--- src/hw/rtl/lfac_pkg.sv ---
// ----------------------------------------------------------------------------
// lfac_pkg
// Types and constants shared by the line follow / obstacle avoid controller.
// ----------------------------------------------------------------------------
package lfac_pkg;

    // poll item as it arrives
    typedef struct packed {
        logic [31:0] now_ms;
        logic        left_line_raw;
        logic        right_line_raw;
        logic [14:0] left_echo_us;
        logic [14:0] right_echo_us;
    } lfac_in_t;

    // result item
    typedef struct packed {
        logic [3:0] action_code;
        logic [3:0] bridge_bits;
        logic [7:0] left_pwm;
        logic [7:0] right_pwm;
    } lfac_out_t;

    // classified poll held in the queue
    typedef struct packed {
        logic [31:0] now_ms;
        logic        left_on;
        logic        right_on;
        logic [9:0]  left_cm;
        logic [9:0]  right_cm;
    } lfac_cmd_t;

    // configuration registers
    typedef struct packed {
        logic        ir_active_low;
        logic [9:0]  near_limit_cm;
        logic [15:0] range_interval_ms;
        logic [7:0]  cruise_duty;
        logic [7:0]  correct_speed;
        logic [7:0]  reverse_duty;
        logic [7:0]  spin_duty;
        logic [7:0]  hunt_duty;
    } lfac_cfg_t;

    localparam int CFG_IDX_W  = 3;
    localparam int CFG_DATA_W = 16;

    localparam logic [CFG_IDX_W-1:0] CFG_IR_ACTIVE_LOW = 3'd0;
    localparam logic [CFG_IDX_W-1:0] CFG_THRESHOLD     = 3'd1;
    localparam logic [CFG_IDX_W-1:0] CFG_RANGE_IVL     = 3'd2;
    localparam logic [CFG_IDX_W-1:0] CFG_CRUISE_DUTY   = 3'd3;
    localparam logic [CFG_IDX_W-1:0] CFG_CORRECT_SPEED = 3'd4;
    localparam logic [CFG_IDX_W-1:0] CFG_REVERSE_DUTY  = 3'd5;
    localparam logic [CFG_IDX_W-1:0] CFG_SPIN_DUTY     = 3'd6;
    localparam logic [CFG_IDX_W-1:0] CFG_HUNT_DUTY     = 3'd7;

    localparam lfac_cfg_t CFG_RESET = '{
        ir_active_low:     1'b1,
        near_limit_cm:     10'd15,
        range_interval_ms: 16'd50,
        cruise_duty:       8'd180,
        correct_speed:     8'd140,
        reverse_duty:      8'd170,
        spin_duty:         8'd215,
        hunt_duty:         8'd150
    };

    localparam logic [3:0] ACT_NONE    = 4'd0;
    localparam logic [3:0] ACT_FWD     = 4'd1;
    localparam logic [3:0] ACT_CURVE_L = 4'd2;
    localparam logic [3:0] ACT_CURVE_R = 4'd3;
    localparam logic [3:0] ACT_TURN_L  = 4'd4;
    localparam logic [3:0] ACT_TURN_R  = 4'd5;
    localparam logic [3:0] ACT_BACK    = 4'd6;
    localparam logic [3:0] ACT_SEARCH  = 4'd7;

    localparam logic [3:0] BR_STOP  = 4'h0;
    localparam logic [3:0] BR_FWD   = 4'hA;
    localparam logic [3:0] BR_BACK  = 4'h5;
    localparam logic [3:0] BR_LEFT  = 4'h6;
    localparam logic [3:0] BR_RIGHT = 4'h9;

    localparam int DUR_W = 9;
    localparam logic [DUR_W-1:0] DUR_FWD     = 9'd120;
    localparam logic [DUR_W-1:0] DUR_CORRECT = 9'd120;
    localparam logic [DUR_W-1:0] DUR_SEARCH  = 9'd320;
    localparam logic [DUR_W-1:0] DUR_BACK    = 9'd220;
    localparam logic [DUR_W-1:0] DUR_TURN    = 9'd360;

    // echo * 17 / 1000 as echo * ceil(2^30 * 0.017) >> 30, exact for 15-bit echoes
    localparam int          ECHO_PROD_W   = 40;
    localparam int          ECHO_CM_SHIFT = 30;
    localparam logic [24:0] ECHO_CM_MULT  = 25'd18253612;

    localparam logic [9:0] DIST_RESET = 10'd1000;

endpackage

--- src/hw/rtl/line_follow_avoid_controller.sv ---
// ----------------------------------------------------------------------------
// line_follow_avoid_controller
// Line follower with ultrasonic obstacle avoidance, one result per poll.
// ----------------------------------------------------------------------------
//  channel  ports                      payload
//  s_       s_valid/s_ready/s_data     lfac_in_t: time, line bits, echoes
//  m_       m_valid/m_ready/m_data     lfac_out_t: action, bridge, pwm pair
//  cfg_     cfg_we/cfg_index/cfg_wdata register write, no read-back
//
//  one poll per cycle sustained while results are taken; a poll's result is
//  shown after the queue entry, written at its transfer edge, and the result
//  register; the front classifies polls into a QUEUE_DEPTH entry queue; the
//  back end updates the action state once per cycle from the queue head while
//  not stalled; a stall holds the back end; the queue absorbs polls until full
//  synchronous active-low reset, no clearing pass
// ----------------------------------------------------------------------------
module line_follow_avoid_controller #(
    parameter int QUEUE_DEPTH = 2
) (
    input  logic                                 aclk,
    input  logic                                 aresetn,
    input  logic                                 s_valid,
    output logic                                 s_ready,
    input  lfac_pkg::lfac_in_t                   s_data,
    output logic                                 m_valid,
    input  logic                                 m_ready,
    output lfac_pkg::lfac_out_t                  m_data,
    input  logic                                 cfg_we,
    input  logic [lfac_pkg::CFG_IDX_W-1:0]       cfg_index,
    input  logic [lfac_pkg::CFG_DATA_W-1:0]      cfg_wdata
);
    import lfac_pkg::*;

    lfac_cfg_t cfg_reg;
    lfac_cmd_t front_cmd, head_cmd;
    logic      queue_full, queue_not_empty, queue_pop;

    always_ff @(posedge aclk) begin
        if (!aresetn) begin
            cfg_reg <= CFG_RESET;
        end else if (cfg_we) begin
            case (cfg_index)
                CFG_IR_ACTIVE_LOW: cfg_reg.ir_active_low     <= cfg_wdata[0];
                CFG_THRESHOLD:     cfg_reg.near_limit_cm     <= cfg_wdata[9:0];
                CFG_RANGE_IVL:     cfg_reg.range_interval_ms <= cfg_wdata[15:0];
                CFG_CRUISE_DUTY:   cfg_reg.cruise_duty       <= cfg_wdata[7:0];
                CFG_CORRECT_SPEED: cfg_reg.correct_speed     <= cfg_wdata[7:0];
                CFG_REVERSE_DUTY:  cfg_reg.reverse_duty      <= cfg_wdata[7:0];
                CFG_SPIN_DUTY:     cfg_reg.spin_duty         <= cfg_wdata[7:0];
                CFG_HUNT_DUTY:     cfg_reg.hunt_duty         <= cfg_wdata[7:0];
                default: begin
                end
            endcase
        end
    end

    assign s_ready = !queue_full;

    lfac_front u_front (
        .in_data       (s_data),
        .ir_active_low (cfg_reg.ir_active_low),
        .cmd           (front_cmd)
    );

    lfac_queue #(
        .DEPTH (QUEUE_DEPTH)
    ) u_queue (
        .aclk      (aclk),
        .aresetn   (aresetn),
        .push      (s_valid),
        .push_data (front_cmd),
        .full      (queue_full),
        .pop       (queue_pop),
        .not_empty (queue_not_empty),
        .head      (head_cmd)
    );

    lfac_back u_back (
        .aclk      (aclk),
        .aresetn   (aresetn),
        .cfg       (cfg_reg),
        .cmd_valid (queue_not_empty),
        .cmd       (head_cmd),
        .pop       (queue_pop),
        .m_valid   (m_valid),
        .m_ready   (m_ready),
        .m_data    (m_data)
    );

endmodule

--- src/hw/rtl/lfac_front.sv ---
// ----------------------------------------------------------------------------
// lfac_front
// Classifies a poll: line sensor polarity and echo to centimeter conversion.
// ----------------------------------------------------------------------------
module lfac_front (
    input  lfac_pkg::lfac_in_t  in_data,
    input  logic                ir_active_low,
    output lfac_pkg::lfac_cmd_t cmd
);
    import lfac_pkg::*;

    logic [ECHO_PROD_W-1:0] left_prod;
    logic [ECHO_PROD_W-1:0] right_prod;

    assign left_prod  = ECHO_PROD_W'(in_data.left_echo_us) * ECHO_PROD_W'(ECHO_CM_MULT);
    assign right_prod = ECHO_PROD_W'(in_data.right_echo_us) * ECHO_PROD_W'(ECHO_CM_MULT);

    always_comb begin
        cmd.now_ms   = in_data.now_ms;
        cmd.left_on  = in_data.left_line_raw ^ ir_active_low;
        cmd.right_on = in_data.right_line_raw ^ ir_active_low;
        cmd.left_cm  = left_prod[ECHO_CM_SHIFT +: 10];
        cmd.right_cm = right_prod[ECHO_CM_SHIFT +: 10];
    end

endmodule

--- src/hw/rtl/lfac_queue.sv ---
// ----------------------------------------------------------------------------
// lfac_queue
// Small register queue between the classifying front and the action back end.
// ----------------------------------------------------------------------------
module lfac_queue #(
    parameter int DEPTH = 2
) (
    input  logic                aclk,
    input  logic                aresetn,
    input  logic                push,
    input  lfac_pkg::lfac_cmd_t push_data,
    output logic                full,
    input  logic                pop,
    output logic                not_empty,
    output lfac_pkg::lfac_cmd_t head
);
    import lfac_pkg::*;

    localparam int PTR_W = (DEPTH > 1) ? $clog2(DEPTH) : 1;
    localparam int CNT_W = $clog2(DEPTH + 1);

    lfac_cmd_t          store_reg [DEPTH];
    logic [PTR_W-1:0]   wr_ptr_reg, wr_ptr_next;
    logic [PTR_W-1:0]   rd_ptr_reg, rd_ptr_next;
    logic [CNT_W-1:0]   count_reg, count_next;
    logic               do_push, do_pop;

    assign full      = (count_reg == CNT_W'(DEPTH));
    assign not_empty = (count_reg != '0);
    assign head      = store_reg[rd_ptr_reg];
    assign do_push   = push && !full;
    assign do_pop    = pop && not_empty;

    always_comb begin
        wr_ptr_next = wr_ptr_reg;
        rd_ptr_next = rd_ptr_reg;
        count_next  = count_reg;
        if (do_push) begin
            wr_ptr_next = (wr_ptr_reg == PTR_W'(DEPTH - 1)) ? '0 : wr_ptr_reg + 1'b1;
        end
        if (do_pop) begin
            rd_ptr_next = (rd_ptr_reg == PTR_W'(DEPTH - 1)) ? '0 : rd_ptr_reg + 1'b1;
        end
        if (do_push && !do_pop) begin
            count_next = count_reg + 1'b1;
        end else if (do_pop && !do_push) begin
            count_next = count_reg - 1'b1;
        end
    end

    always_ff @(posedge aclk) begin
        if (!aresetn) begin
            wr_ptr_reg <= '0;
            rd_ptr_reg <= '0;
            count_reg  <= '0;
        end else begin
            wr_ptr_reg <= wr_ptr_next;
            rd_ptr_reg <= rd_ptr_next;
            count_reg  <= count_next;
        end
    end

    always_ff @(posedge aclk) begin
        if (do_push) begin
            store_reg[wr_ptr_reg] <= push_data;
        end
    end

    assert property (@(posedge aclk) disable iff (!aresetn) count_reg <= CNT_W'(DEPTH))
        else $error("queue count above depth");
    assert property (@(posedge aclk) disable iff (!aresetn)
        (do_push && !do_pop) |=> (count_reg == $past(count_reg) + 1'b1))
        else $error("queue count missed a push");

endmodule

--- src/hw/rtl/lfac_back.sv ---
// ----------------------------------------------------------------------------
// lfac_back
// Ranging latch, obstacle test and action selection, with the result register.
// ----------------------------------------------------------------------------
module lfac_back (
    input  logic                aclk,
    input  logic                aresetn,
    input  lfac_pkg::lfac_cfg_t cfg,
    input  logic                cmd_valid,
    input  lfac_pkg::lfac_cmd_t cmd,
    output logic                pop,
    output logic                m_valid,
    input  logic                m_ready,
    output lfac_pkg::lfac_out_t m_data
);
    import lfac_pkg::*;

    lfac_out_t          out_reg, out_next;
    logic               m_valid_reg, m_valid_next;
    logic [31:0]        end_reg, end_next;
    logic [31:0]        last_range_reg;
    logic [9:0]         ldist_reg, rdist_reg;
    logic [31:0]        since_range;
    logic               latch;
    logic [9:0]         ldist, rdist;
    logic               lclose, rclose, obstacle, hold, start;
    logic [DUR_W-1:0]   dur;

    assign pop         = cmd_valid && (!m_valid_reg || m_ready);
    assign since_range = cmd.now_ms - last_range_reg;
    assign latch       = since_range >= {16'd0, cfg.range_interval_ms};
    assign ldist       = latch ? cmd.left_cm : ldist_reg;
    assign rdist       = latch ? cmd.right_cm : rdist_reg;
    assign lclose      = ldist <= cfg.near_limit_cm;
    assign rclose      = rdist <= cfg.near_limit_cm;
    assign obstacle    = (lclose && ldist != '0) || (rclose && rdist != '0);
    assign hold        = end_reg > cmd.now_ms;

    always_comb begin
        out_next = out_reg;
        start    = 1'b1;
        dur      = DUR_FWD;
        if (obstacle) begin
            if (lclose && rclose) begin
                out_next = '{ACT_BACK, BR_BACK, cfg.reverse_duty, cfg.reverse_duty};
                dur      = DUR_BACK;
            end else if (rclose) begin
                out_next = '{ACT_TURN_L, BR_LEFT, cfg.spin_duty, cfg.spin_duty};
                dur      = DUR_TURN;
            end else begin
                out_next = '{ACT_TURN_R, BR_RIGHT, cfg.spin_duty, cfg.spin_duty};
                dur      = DUR_TURN;
            end
        end else if (!hold) begin
            if (cmd.left_on && cmd.right_on) begin
                out_next = '{ACT_FWD, BR_FWD, cfg.cruise_duty, cfg.cruise_duty};
                dur      = DUR_FWD;
            end else if (cmd.left_on) begin
                out_next = '{ACT_CURVE_L, BR_FWD, cfg.correct_speed, cfg.cruise_duty};
                dur      = DUR_CORRECT;
            end else if (cmd.right_on) begin
                out_next = '{ACT_CURVE_R, BR_FWD, cfg.cruise_duty, cfg.correct_speed};
                dur      = DUR_CORRECT;
            end else begin
                out_next = '{ACT_SEARCH, BR_FWD, cfg.hunt_duty, cfg.correct_speed};
                dur      = DUR_SEARCH;
            end
        end else begin
            start = 1'b0;
        end
        end_next = start ? (cmd.now_ms + {{(32 - DUR_W){1'b0}}, dur}) : end_reg;
    end

    always_comb begin
        m_valid_next = m_valid_reg;
        if (pop) begin
            m_valid_next = 1'b1;
        end else if (m_ready) begin
            m_valid_next = 1'b0;
        end
    end

    always_ff @(posedge aclk) begin
        if (!aresetn) begin
            m_valid_reg    <= 1'b0;
            out_reg        <= '{ACT_NONE, BR_STOP, 8'd0, 8'd0};
            end_reg        <= '0;
            last_range_reg <= '0;
            ldist_reg      <= DIST_RESET;
            rdist_reg      <= DIST_RESET;
        end else begin
            m_valid_reg <= m_valid_next;
            if (pop) begin
                out_reg <= out_next;
                end_reg <= end_next;
                if (latch) begin
                    last_range_reg <= cmd.now_ms;
                    ldist_reg      <= cmd.left_cm;
                    rdist_reg      <= cmd.right_cm;
                end
            end
        end
    end

    assign m_valid = m_valid_reg;
    assign m_data  = out_reg;

    assert property (@(posedge aclk) disable iff (!aresetn) pop |=> m_valid_reg)
        else $error("popped command left no result");
    assert property (@(posedge aclk) disable iff (!aresetn)
        (pop && latch) |=> (last_range_reg == $past(cmd.now_ms)))
        else $error("range latch time not updated");
    assert property (@(posedge aclk) disable iff (!aresetn)
        !pop |=> ($stable(end_reg) && $stable(out_reg)))
        else $error("action state changed without a command");

endmodule

--- config.mk ---
export PLATFORM = sky130hd
export DESIGN_NAME = line_follow_avoid_controller
export DESIGN_NICKNAME = d
export VERILOG_FILES = /design/src/hw/rtl/lfac_pkg.sv /design/src/hw/rtl/line_follow_avoid_controller.sv /design/src/hw/rtl/lfac_front.sv /design/src/hw/rtl/lfac_queue.sv /design/src/hw/rtl/lfac_back.sv
export SDC_FILE = /design/constraint.sdc
export NUM_CORES = 1
export LEC_CHECK = 0
export BUFFER_PORTS_ARGS = -buffer_cell sky130_fd_sc_hd__buf_2
export CAP_MARGIN = 20
export CORE_ASPECT_RATIO = 0.7
export CORE_MARGIN = 3
export CORE_UTILIZATION = 50
export CTS_BUF_LIST = sky130_fd_sc_hd__clkbuf_2
export DETAILED_ROUTE_END_ITERATION = 6
export GPL_TIMING_DRIVEN = 0
export PLACE_DENSITY = 0.77
export RECOVER_POWER = 50
export SLEW_MARGIN = 20
export SYNTH_ARGS = -nofsm -noshare
export SYNTH_HDL_FRONTEND = slang
export SYNTH_SLANG_ARGS = --single-unit
--- constraint.sdc ---
create_clock -name aclk -period 13.7 [get_ports aclk]
set_input_delay 1.37 -clock aclk [delete_from_list [all_inputs] [get_ports aclk]]
set_output_delay 1.37 -clock aclk [all_outputs]
set_load 0.02 [all_outputs]
==> out/qor.yml, run 1 <==
synth_fp_nets: 3314
first_pass_iters: 5
synth_edf_count: 108
cts_tree: "done"
hold_buffers: 0
ir_drop_v: 0.0001472
ys.warnings.count: 0
drt_iter0_markers: 1567
synth_top_area_share_pct: 20.67
clk_pin_slew_worst_paths_ns: 0.10
p_per_area_nw_per_um2: 224.1
setup_viol: 0
finalPower_w: 0.006163
cp_num_buf_inv: 8
dp_hpwl_um: 54520
viasPerCell: 5.656
layout.cells.non_filler: 3522
drive_above_1_share_pct: 10.80
relSlewSlack_pct: -29.15
cts_resized: 3
start_util_pct: 51.08
cp_slowest_cell: "o21ai_0"
chipWidth_um: 275.5
fillers: 4254
fin_nets: 3499
drc_errors: 0
grt_start_max_net_pins: 34
multi_input_area_um2: 16820
io_buffers: 108
cp_data_arrival_time_ns: 13.62
post_dp_cell_area_um2: 26870
dieHeight_um: 194.7
io_pins: 114
synthTopCellsByArea: "ha_1 21%, fa_1 15%, dfxtp_1 14%"
skew_ns: 0.1135
clock_latency_ns: 0.95
cts-root-buf: "clkbuf_2"
gp_congestion: 0.9713
crit_fanout: 37
timing.final.crit_share_pct: 93.77
ys_ff_latch: 288
report.final.slew_viol_count: 34
start_kind: "flop"
syn_inst: 2618
violations: "capacitance limit, slew limit"
core_region_area_um2: 49770
synth.most_common_cell: "ha_1"
largest_reg_flops: 108
rows: 68
place_ws_ns: -1.100
outcome: "finished, violations left"
rsz0062_at_grt: "false"
fmax_mhz: 77.84
hold_class: "flop to flop"
final.setup.tns_ns: 0
crit_family: "compound AO/OA/AOI/OAI gates"
wl_um: 66880
cts_setup_buffers: 0
synthArstFlopShare_pct: 0
ys_types: 81
stdcell_area_um2: 27500
drtAntennaViolNets: 0
vias: 19920
whs_endpoint: "cfg_reg[22]"
dieArea_um2: 53630
hold_viol: 0
p_leak_nw: 13.08
r2r_end: "u_back.end_reg[23]"
cts_buffers: 75
global_route.usage.total_pct: 25.23
seq_area_um2: 6847
antenna_found_initial: 7
slowest_delay_ns: 0.51
r2r_slack_ns: 0.85
grt_pass1_wl_um: 107700
syn2layout_area_growth_pct: 8.160
timing_worst_setup_path_type: "flop to flop"
dp_cells: 3394
reg2reg_depth: 50
max_cap_violations: 1
wl_per_cell_um: 18.99
synth_common_cells: "420 x ha_1, 377 x inv_1, 237 x nand2_1"
syn_area_um2: 25420
critPathCaptureType: "flop"
ys_dominant_reg_cell: "dfxtp_1"
ys_seq_area_share_pct: 26.93
worst_pin_slew_ns: 1.937
grt_overflow: 0
setup_slack_ns: 0.8532
first_global_vias: 20590
hold_path_startpoint: "cfg_reg[22]"
clk_path_buf_depth: 3
worstHoldPathCells: 2
htreeDepth: 3
cp_num_cells: 50
synth_area_per_cell_um2: 9.710
critical_path_required_ns: 14.47
clkSinkCount: 288
yosysTopAreaCell: "ha_1"
period_minus_slack_ns: 12.85
## worst min-delay path, delay by kind of cell (launching register included)
family / cells / cell delay, ns
AO/OA/AOI/OAI: 1 / 0.05
flip-flops: 1 / 0.32
AND/OR/NAND/NOR: 1 / 0.05
## report_power, final
group	switching (W)	internal [W]
Clock	0.000366	0.000267
Combinational	0.00250	0.00174
Sequential	0.000128	0.00117
## logic make-up after synthesis
| group | count (synthesis) | synth area share, % |
|---|---|---|
| and+or+nand+nor | 646 | 11.55 |
| adders and majority gates | 608 | 35.48 |
| buffers and inverters | 457 | 6.949 |
| AOI/OAI and AO/OA | 407 | 10.90 |
| DFF | 288 | 26.93 |
| muxes | 141 | 5.768 |
| xor gates and xnor gates | 70 | 2.412 |
| other | 1 | 0.01475 |
## metal layers
metal	part of all wire, %	up-vias	track usage [%]	routed length, µm
li1	-	9381	-	-
met3	8.6	109	5.122	5745
met2	44	801	38.40	29360
met5	0.054	-	0	36
met1	46	9623	36.61	30630
met4	1.7	6	6.605	1111
## area by class of cell
| class | instances | area share [%] |
|---|---|---|
| Inverter | 378 | 5.160 |
| Multi-Input combinational cell | 1873 | 61.16 |
| Clock inverter | 19 | 0.5961 |
| Timing Repair Buffer | 111 | 1.902 |
| Clock buffer | 108 | 1.966 |
| Buffer | 76 | 1.251 |
| Sequential cell | 288 | 24.90 |
| Antenna cell | 4 | 0.03640 |
| Tap cell | 665 | 3.026 |
## cell usage in the layout (no fill, tap or decap), types with 8 or more instances in the layout
cell,count
buf_2,95
o211ai_1,18
mux2_2,38
fa_1,188
clkinv_1,11
mux2i_1,101
ha_1,420
o21ai_0,47
xnor2_1,51
nand3_1,70
dfxtp_1,180
o21ba_2,9
nor4_1,24
nand2b_1,16
a21oi_1,143
o21a_1,21
nand2_1,237
or2_2,8
nand4_1,25
inv_1,377
and3_1,21
nor2b_1,17
nor3_1,24
xor2_1,19
nor2_1,176
edfxtp_1,108
a211oi_1,42
a21o_1,40
clkbuf_2,109
clkbuf_1,78
## stage by stage
stage	util, %	hold WS, ns
2_1_floorplan	-	0.4356
3_3_place_gp	53.83	0.4434
3_5_place_dp	53.99	0.4480
4_1_cts	55.40	0.4602
5_1_grt	55.24	0.4854
6_report	55.24	0.4595
## worst max-delay path by stage
stage / slack, ns / to / startpoint
finish: 0.85 / u_back.end_reg[23] / flop
CTS: 0.28 / u_back.end_reg[23] / flop
global route: 0.06 / u_back.end_reg[31] / flop
detailed placement: -1.10 / u_back.end_reg[31] / flop
global placement: -0.81 / u_back.end_reg[31] / flop
floorplan: 2.06 / u_back.end_reg[31] / flop
(Power assumes the default switching activity.)
==> inputs of run 2 (changes only) <==
--- a/config.mk
+++ b/config.mk
@@ -9,11 +9,11 @@
 export CAP_MARGIN = 20
 export CORE_ASPECT_RATIO = 0.7
 export CORE_MARGIN = 3
-export CORE_UTILIZATION = 50
+export CORE_UTILIZATION = 45
 export CTS_BUF_LIST = sky130_fd_sc_hd__clkbuf_2
 export DETAILED_ROUTE_END_ITERATION = 6
 export GPL_TIMING_DRIVEN = 0
-export PLACE_DENSITY = 0.77
+export PLACE_DENSITY = 0.71
 export RECOVER_POWER = 50
 export SLEW_MARGIN = 20
 export SYNTH_ARGS = -nofsm -noshare
==> out/qor.yml, run 2 (synthesis results as in run 1) <==
global_route.usage.total_pct: 22.61  # was 25.23%
drtAntennaViolNets: 0  # unchanged
slowest_delay_ns: 0.64  # was 0.51 ns
cp_data_arrival_time_ns: 13.56  # was 13.62 ns
setup_slack_ns: 0.8705  # was 0.8532 ns
syn2layout_area_growth_pct: 8.652  # was 8.160%
skew_ns: 0.1005  # was 0.1135 ns
whs_endpoint: "cfg_reg[55]"  # was cfg_reg[22]
violations: "capacitance limit, slew limit"  # unchanged
chipWidth_um: 290.1  # was 275.5 µm
drc_errors: 0  # unchanged
first_pass_iters: 6  # was 5
largest_reg_flops: 108  # unchanged
hold_viol: 0  # unchanged
io_buffers: 108  # unchanged
report.final.slew_viol_count: 75  # was 34
cp_slowest_cell: "a311oi_2"  # was o21ai_0
relSlewSlack_pct: -101.6  # was -29.15%
reg2reg_depth: 50  # unchanged
dieArea_um2: 59430  # was 53630 µm²
final_common_cell: "ha_1"  # unchanged
cts_tree: "done"  # unchanged
cts-root-buf: "clkbuf_2"  # unchanged
multi_input_area_um2: 16820  # about the same
r2r_slack_ns: 0.87  # was 0.85 ns
critPathCaptureType: "flop"  # unchanged
vias: 19690  # was 19920
clkSinkCount: 288  # unchanged
start_util_pct: 45.74  # was 51.08%
grt.met2_usage_pct: 35.62  # was 38.40%
grt_pass1_wl_um: 108300  # was 107700 µm
hold_path_startpoint: "cfg_reg[55]"  # was cfg_reg[22]
p_per_area_nw_per_um2: 221.7  # was 224.1 nW/µm²
stdcell_area_um2: 27620  # was 27500 µm²
met1_usage_pct: 32.03  # was 36.61%
clk_pin_slew_worst_paths_ns: 0.10  # about the same
cpMostUsedCell: "ha_1"
finalPower_w: 0.006123  # was 0.006163 W
fmax_mhz: 77.95  # was 77.84 MHz
p_leak_nw: 13.11  # was 13.08 nW
wl_per_cell_um: 18.56  # was 18.99 µm
post_dp_cell_area_um2: 26980  # was 26870 µm²
drive_above_1_share_pct: 11.13  # was 10.80%
core_region_area_um2: 55580  # was 49770 µm²
whs_ns: 0.4619  # was 0.4595 ns
rows: 72  # was 68
io_pins: 114  # unchanged
start_kind: "flop"  # unchanged
cts_setup_buffers: 0  # unchanged
htreeDepth: 3  # unchanged
timing.final.crit_share_pct: 93.65  # was 93.77%
dieHeight_um: 204.9  # was 194.7 µm
cts_buffers: 77  # was 75
fin_nets: 3501  # was 3499
clock_latency_ns: 0.92  # was 0.95 ns
wl_um: 66970  # was 66880 µm
dp_hpwl_um: 54970  # was 54520 µm
fillers: 5128  # was 4254
cts_resized: 3  # unchanged
place_ws_ns: -1.506  # was -1.100 ns
ir_drop_v: 0.0001255  # was 0.0001472 V
drt_iter0_markers: 1282  # was 1567
hold_class: "flop to flop"  # unchanged
antenna_found_initial: 4  # was 7
grt_overflow: 0  # unchanged
met3_usage_pct: 4.498  # was 5.122%
rsz0062_at_grt: "false"  # unchanged
max_cap_violations: 2  # was 1
critical_path_required_ns: 14.43  # was 14.47 ns
worst_pin_slew_ns: 3.024  # was 1.937 ns
clk_path_buf_depth: 3  # unchanged
setup_viol: 0  # unchanged
worstHoldPathCells: 2  # unchanged
period_minus_slack_ns: 12.83  # was 12.85 ns
gp_congestion: 0.9362  # was 0.9713
timing_worst_setup_path_type: "flop to flop"  # unchanged
top_usage_layer: "met2"  # unchanged
viasPerCell: 5.456  # was 5.656
final_cell_mix: "420 x ha_1, 377 x inv_1, 237 x nand2_1"  # unchanged
hold_buffers: 0  # unchanged
first_global_vias: 20230  # was 20590
seq_area_um2: 6847  # unchanged
grt_start_max_net_pins: 54  # was 34
crit_fanout: 37  # unchanged
outcome: "finished, violations left"  # unchanged
r2r_end: "u_back.end_reg[27]"  # was u_back.end_reg[23]
run 2: cell types whose count changed in the layout (fill, tap and decap cells not counted), moves of 2 or more:
cell	before	now
clkinv_4	2	0
clkbuf_1	78	74
clkinv_1	11	16
buf_2	95	99
clkbuf_2	109	119
run 2: per-layer routing:
metal	share of wire [%]	up-vias
met4	1.6	0
li1	-	9394
met3	7.4	94
met1	46	9506
met5	0	-
met2	45	693
run 2: area by class of cell:
| cell class | instances | share of cell area, % |
|---|---|---|
| tap | 740 | 3.352 |
| clock buffer | 118 | 2.138 |
| sequential | 288 | 24.79 |
| inverter | 378 | 5.137 |
| multi-input combinational | 1873 | 60.90 |
| antenna | 3 | 0.02718 |
| timing repair buffer | 111 | 1.912 |
| buffer | 76 | 1.246 |
| clock inverter | 21 | 0.4983 |
run 2: worst max-delay path, delay by kind of cell (launching register included):
family                     cells  cell delay, ns
DFF                            1            0.33
AOI/OAI and AO/OA             19            4.40
buffers and inverters          8            2.30
muxes                          3            1.15
and+or+nand+nor               14            2.89
xor gates and xnor gates       2            0.33
adders and majority gates      4            1.19
run 2: report_power, final:
part | internal [W] | total (W) | switching [W]
logic | 0.00173 | 0.00420 | 0.00248
clock network | 0.000265 | 0.000630 | 0.000365
registers | 0.00117 | 0.00129 | 0.000121
total | 0.00316 | 0.00612 | 0.00296
run 2: per-stage QoR:
stage	TNS [ns]	util, %	std cells
3_3_place_gp	-19.07	48.37	3466
2_1_floorplan	0	-	2618
4_1_cts	0	49.84	3605
5_1_grt	0	49.69	3608
6_report	0	49.69	3608
3_5_place_dp	-23.78	48.55	3469
run 2: worst max path at each step:
| stage | slack (ns) | cells past startpoint | to | startpoint |
|---|---|---|---|---|
| after floorplan | 2.06 | 53 | u_back.end_reg[31] | flop |
| after global placement | -1.32 | 53 | u_back.end_reg[31] | flop |
| after detailed placement | -1.51 | 53 | u_back.end_reg[31] | flop |
| after CTS | 0.36 | 50 | u_back.end_reg[31] | flop |
| after global routing | 0.02 | 50 | u_back.end_reg[31] | flop |
| final | 0.87 | 50 | u_back.end_reg[27] | flop |
==> inputs of run 3 (changes only) <==
--- a/config.mk
+++ b/config.mk
@@ -7,7 +7,7 @@
 export LEC_CHECK = 0
 export BUFFER_PORTS_ARGS = -buffer_cell sky130_fd_sc_hd__buf_2
 export CAP_MARGIN = 20
-export CORE_ASPECT_RATIO = 0.7
+export CORE_ASPECT_RATIO = 1.1
 export CORE_MARGIN = 3
 export CORE_UTILIZATION = 45
 export CTS_BUF_LIST = sky130_fd_sc_hd__clkbuf_2
==> out/qor.yml, run 3 (synthesis results as in run 1) <==
worst_pin_slew_ns: 2.586  # was 3.024 ns
cp_num_buf_inv: 9  # was 8
wl_per_cell_um: 17.92  # was 18.56 µm
cp_data_arrival_time_ns: 13.63  # was 13.56 ns
final_cell_mix: "420 x ha_1, 377 x inv_1, 237 x nand2_1"  # unchanged
max_cap_violations: 2  # unchanged
r2r_slack_ns: 0.85  # was 0.87 ns
first_pass_iters: 5  # was 6
timing.final.crit_share_pct: 93.83  # was 93.65%
hold_buffers: 0  # unchanged
vias: 19390  # was 19690
drtAntennaViolNets: 0  # unchanged
chipWidth_um: 232.6  # was 290.1 µm
first_global_vias: 20440  # was 20230
syn2layout_area_growth_pct: 8.175  # was 8.652%
io_buffers: 108  # unchanged
crit_fanout: 28  # was 37
io_pins: 114  # unchanged
cts_tree: "done"  # unchanged
hold_class: "flop to flop"  # unchanged
rsz0062_at_grt: "false"  # unchanged
place_ws_ns: -1.627  # was -1.506 ns
slowest_delay_ns: 0.58  # was 0.64 ns
cts_setup_buffers: 0  # unchanged
htreeDepth: 3  # unchanged
skew_ns: 0.1490  # was 0.1005 ns
wl_um: 64350  # was 66970 µm
final.setup.tns_ns: 0  # unchanged
p_per_area_nw_per_um2: 216.7  # was 221.7 nW/µm²
drive_above_1_share_pct: 10.46  # was 11.13%
fin_nets: 3492  # was 3501
whs_ns: 0.4615  # was 0.4619 ns
relSlewSlack_pct: -72.37  # was -101.6%
critical_path_required_ns: 14.48  # was 14.43 ns
dieHeight_um: 255.3  # was 204.9 µm
grt_pass1_wl_um: 103500  # was 108300 µm
gp_congestion: 0.9110  # was 0.9362
report.final.slew_viol_count: 74  # was 75
cts_buffers: 67  # was 77
setup_viol: 0  # unchanged
p_leak_nw: 13.01  # was 13.11 nW
final_common_cell: "ha_1"  # unchanged
start_kind: "flop"  # unchanged
antenna_found_initial: 5  # was 4
largest_reg_flops: 108  # unchanged
clk_pin_slew_worst_paths_ns: 0.11  # was 0.10 ns
clk_path_buf_depth: 3  # unchanged
setup_slack_ns: 0.8450  # was 0.8705 ns
grt_start_max_net_pins: 48  # was 54
grt_overflow: 0  # unchanged
clock_latency_ns: 0.98  # was 0.92 ns
timing_worst_setup_path_type: "flop to flop"  # unchanged
dieArea_um2: 59380  # was 59430 µm²
global_route.usage.total_pct: 21.77  # was 22.61%
dp_hpwl_um: 52950  # was 54970 µm
crit_family: "compound AO/OA/AOI/OAI gates"  # unchanged
core_region_area_um2: 55400  # was 55580 µm²
drc_errors: 0  # unchanged
rows: 90  # was 72
fillers: 5167  # was 5128
violations: "capacitance limit, slew limit"  # unchanged
ir_drop_v: 0.00008408  # was 0.0001255 V
period_minus_slack_ns: 12.85  # was 12.83 ns
cts-root-buf: "clkbuf_2"  # unchanged
final_core_util_pct: 49.64  # was 49.69%
critPathCaptureType: "flop"  # unchanged
drt_iter0_markers: 1183  # was 1282
fmax_mhz: 77.79  # was 77.95 MHz
outcome: "finished, violations left"  # unchanged
cp_slowest_cell: "a2111oi_0"  # was a311oi_2
viasPerCell: 5.400  # was 5.456
clkSinkCount: 288  # unchanged
start_util_pct: 45.89  # was 45.74%
hold_viol: 0  # unchanged
-- run 3: cell count changes in the layout (fill, tap and decap cells not counted), moves of 2 or more --
cell       before  now
clkbuf_1       74   76
mux2i_2         2    4
bufinv_16       2    0
clkbuf_2      119   96
clkinv_2        2    4
mux2i_1       101   99
diode_2         3    5
clkinv_1       16   20
-- run 3: worst reg2reg max path, delay by kind of cell (launching register included) --
family / cells / cell delay [ns]
AOI/OAI and AO/OA: 20 / 4.36
and+or+nand+nor: 13 / 2.78
buffers and inverters: 9 / 2.58
adders and majority gates: 4 / 1.29
muxes: 3 / 0.98
DFF: 1 / 0.42
xor gates and xnor gates: 2 / 0.32
-- run 3: per-layer routing --
layer | part of all wire (%) | GRT usage (%)
met5 | 0.014 | 0
met4 | 3.4 | 8.272
met3 | 4.5 | 2.660
met2 | 51 | 39.84
met1 | 41 | 26.12
-- run 3: final cells by class --
type | instances | area (µm²) | area share, %
diodes | 5 | 12.51 | 0.04550
clock buffers | 95 | 475.5 | 1.729
clock inverters | 27 | 113.9 | 0.4140
inverters | 378 | 1419 | 5.159
well taps | 736 | 920.9 | 3.349
repair buffers | 111 | 525.5 | 1.911
flip-flops and latches | 288 | 6847 | 24.90
plain buffers | 77 | 349.1 | 1.269
multi-input cells | 1873 | 16840 | 61.23
-- run 3: final timing paths --
kind | cells after the start | to | startpoint
hold / removal | 2 | cfg_reg[18] | cfg_reg[18]
setup reg to reg | 51 | u_back.end_reg[31] | flop
setup / recovery | 51 | u_back.end_reg[31] | flop
hold reg to reg | 2 | cfg_reg[18] | cfg_reg[18]
-- run 3: repair_timing --
item	in CTS	in global routing
setup endpoints to repair	26	20
resized for setup	6	5
pin swaps	0	0
-- run 3: per-stage QoR --
step	instances	instance area, µm²	total power [W]
detailed placement	3465	26970	0.005404
finish	3590	27500	0.005958
global route	3588	27500	0.006580
floorplan	2618	25420	0.004362
CTS	3586	27570	0.005976
global placement	3462	26880	0.005270
-- run 3: where the power goes --
| group | internal [W] | leakage (nW) | switching (W) |
|---|---|---|---|
| logic | 0.00173 | 10.1 | 0.00242 |
| clock network | 0.000189 | 0.449 | 0.000344 |
| registers | 0.00117 | 2.49 | 0.000116 |
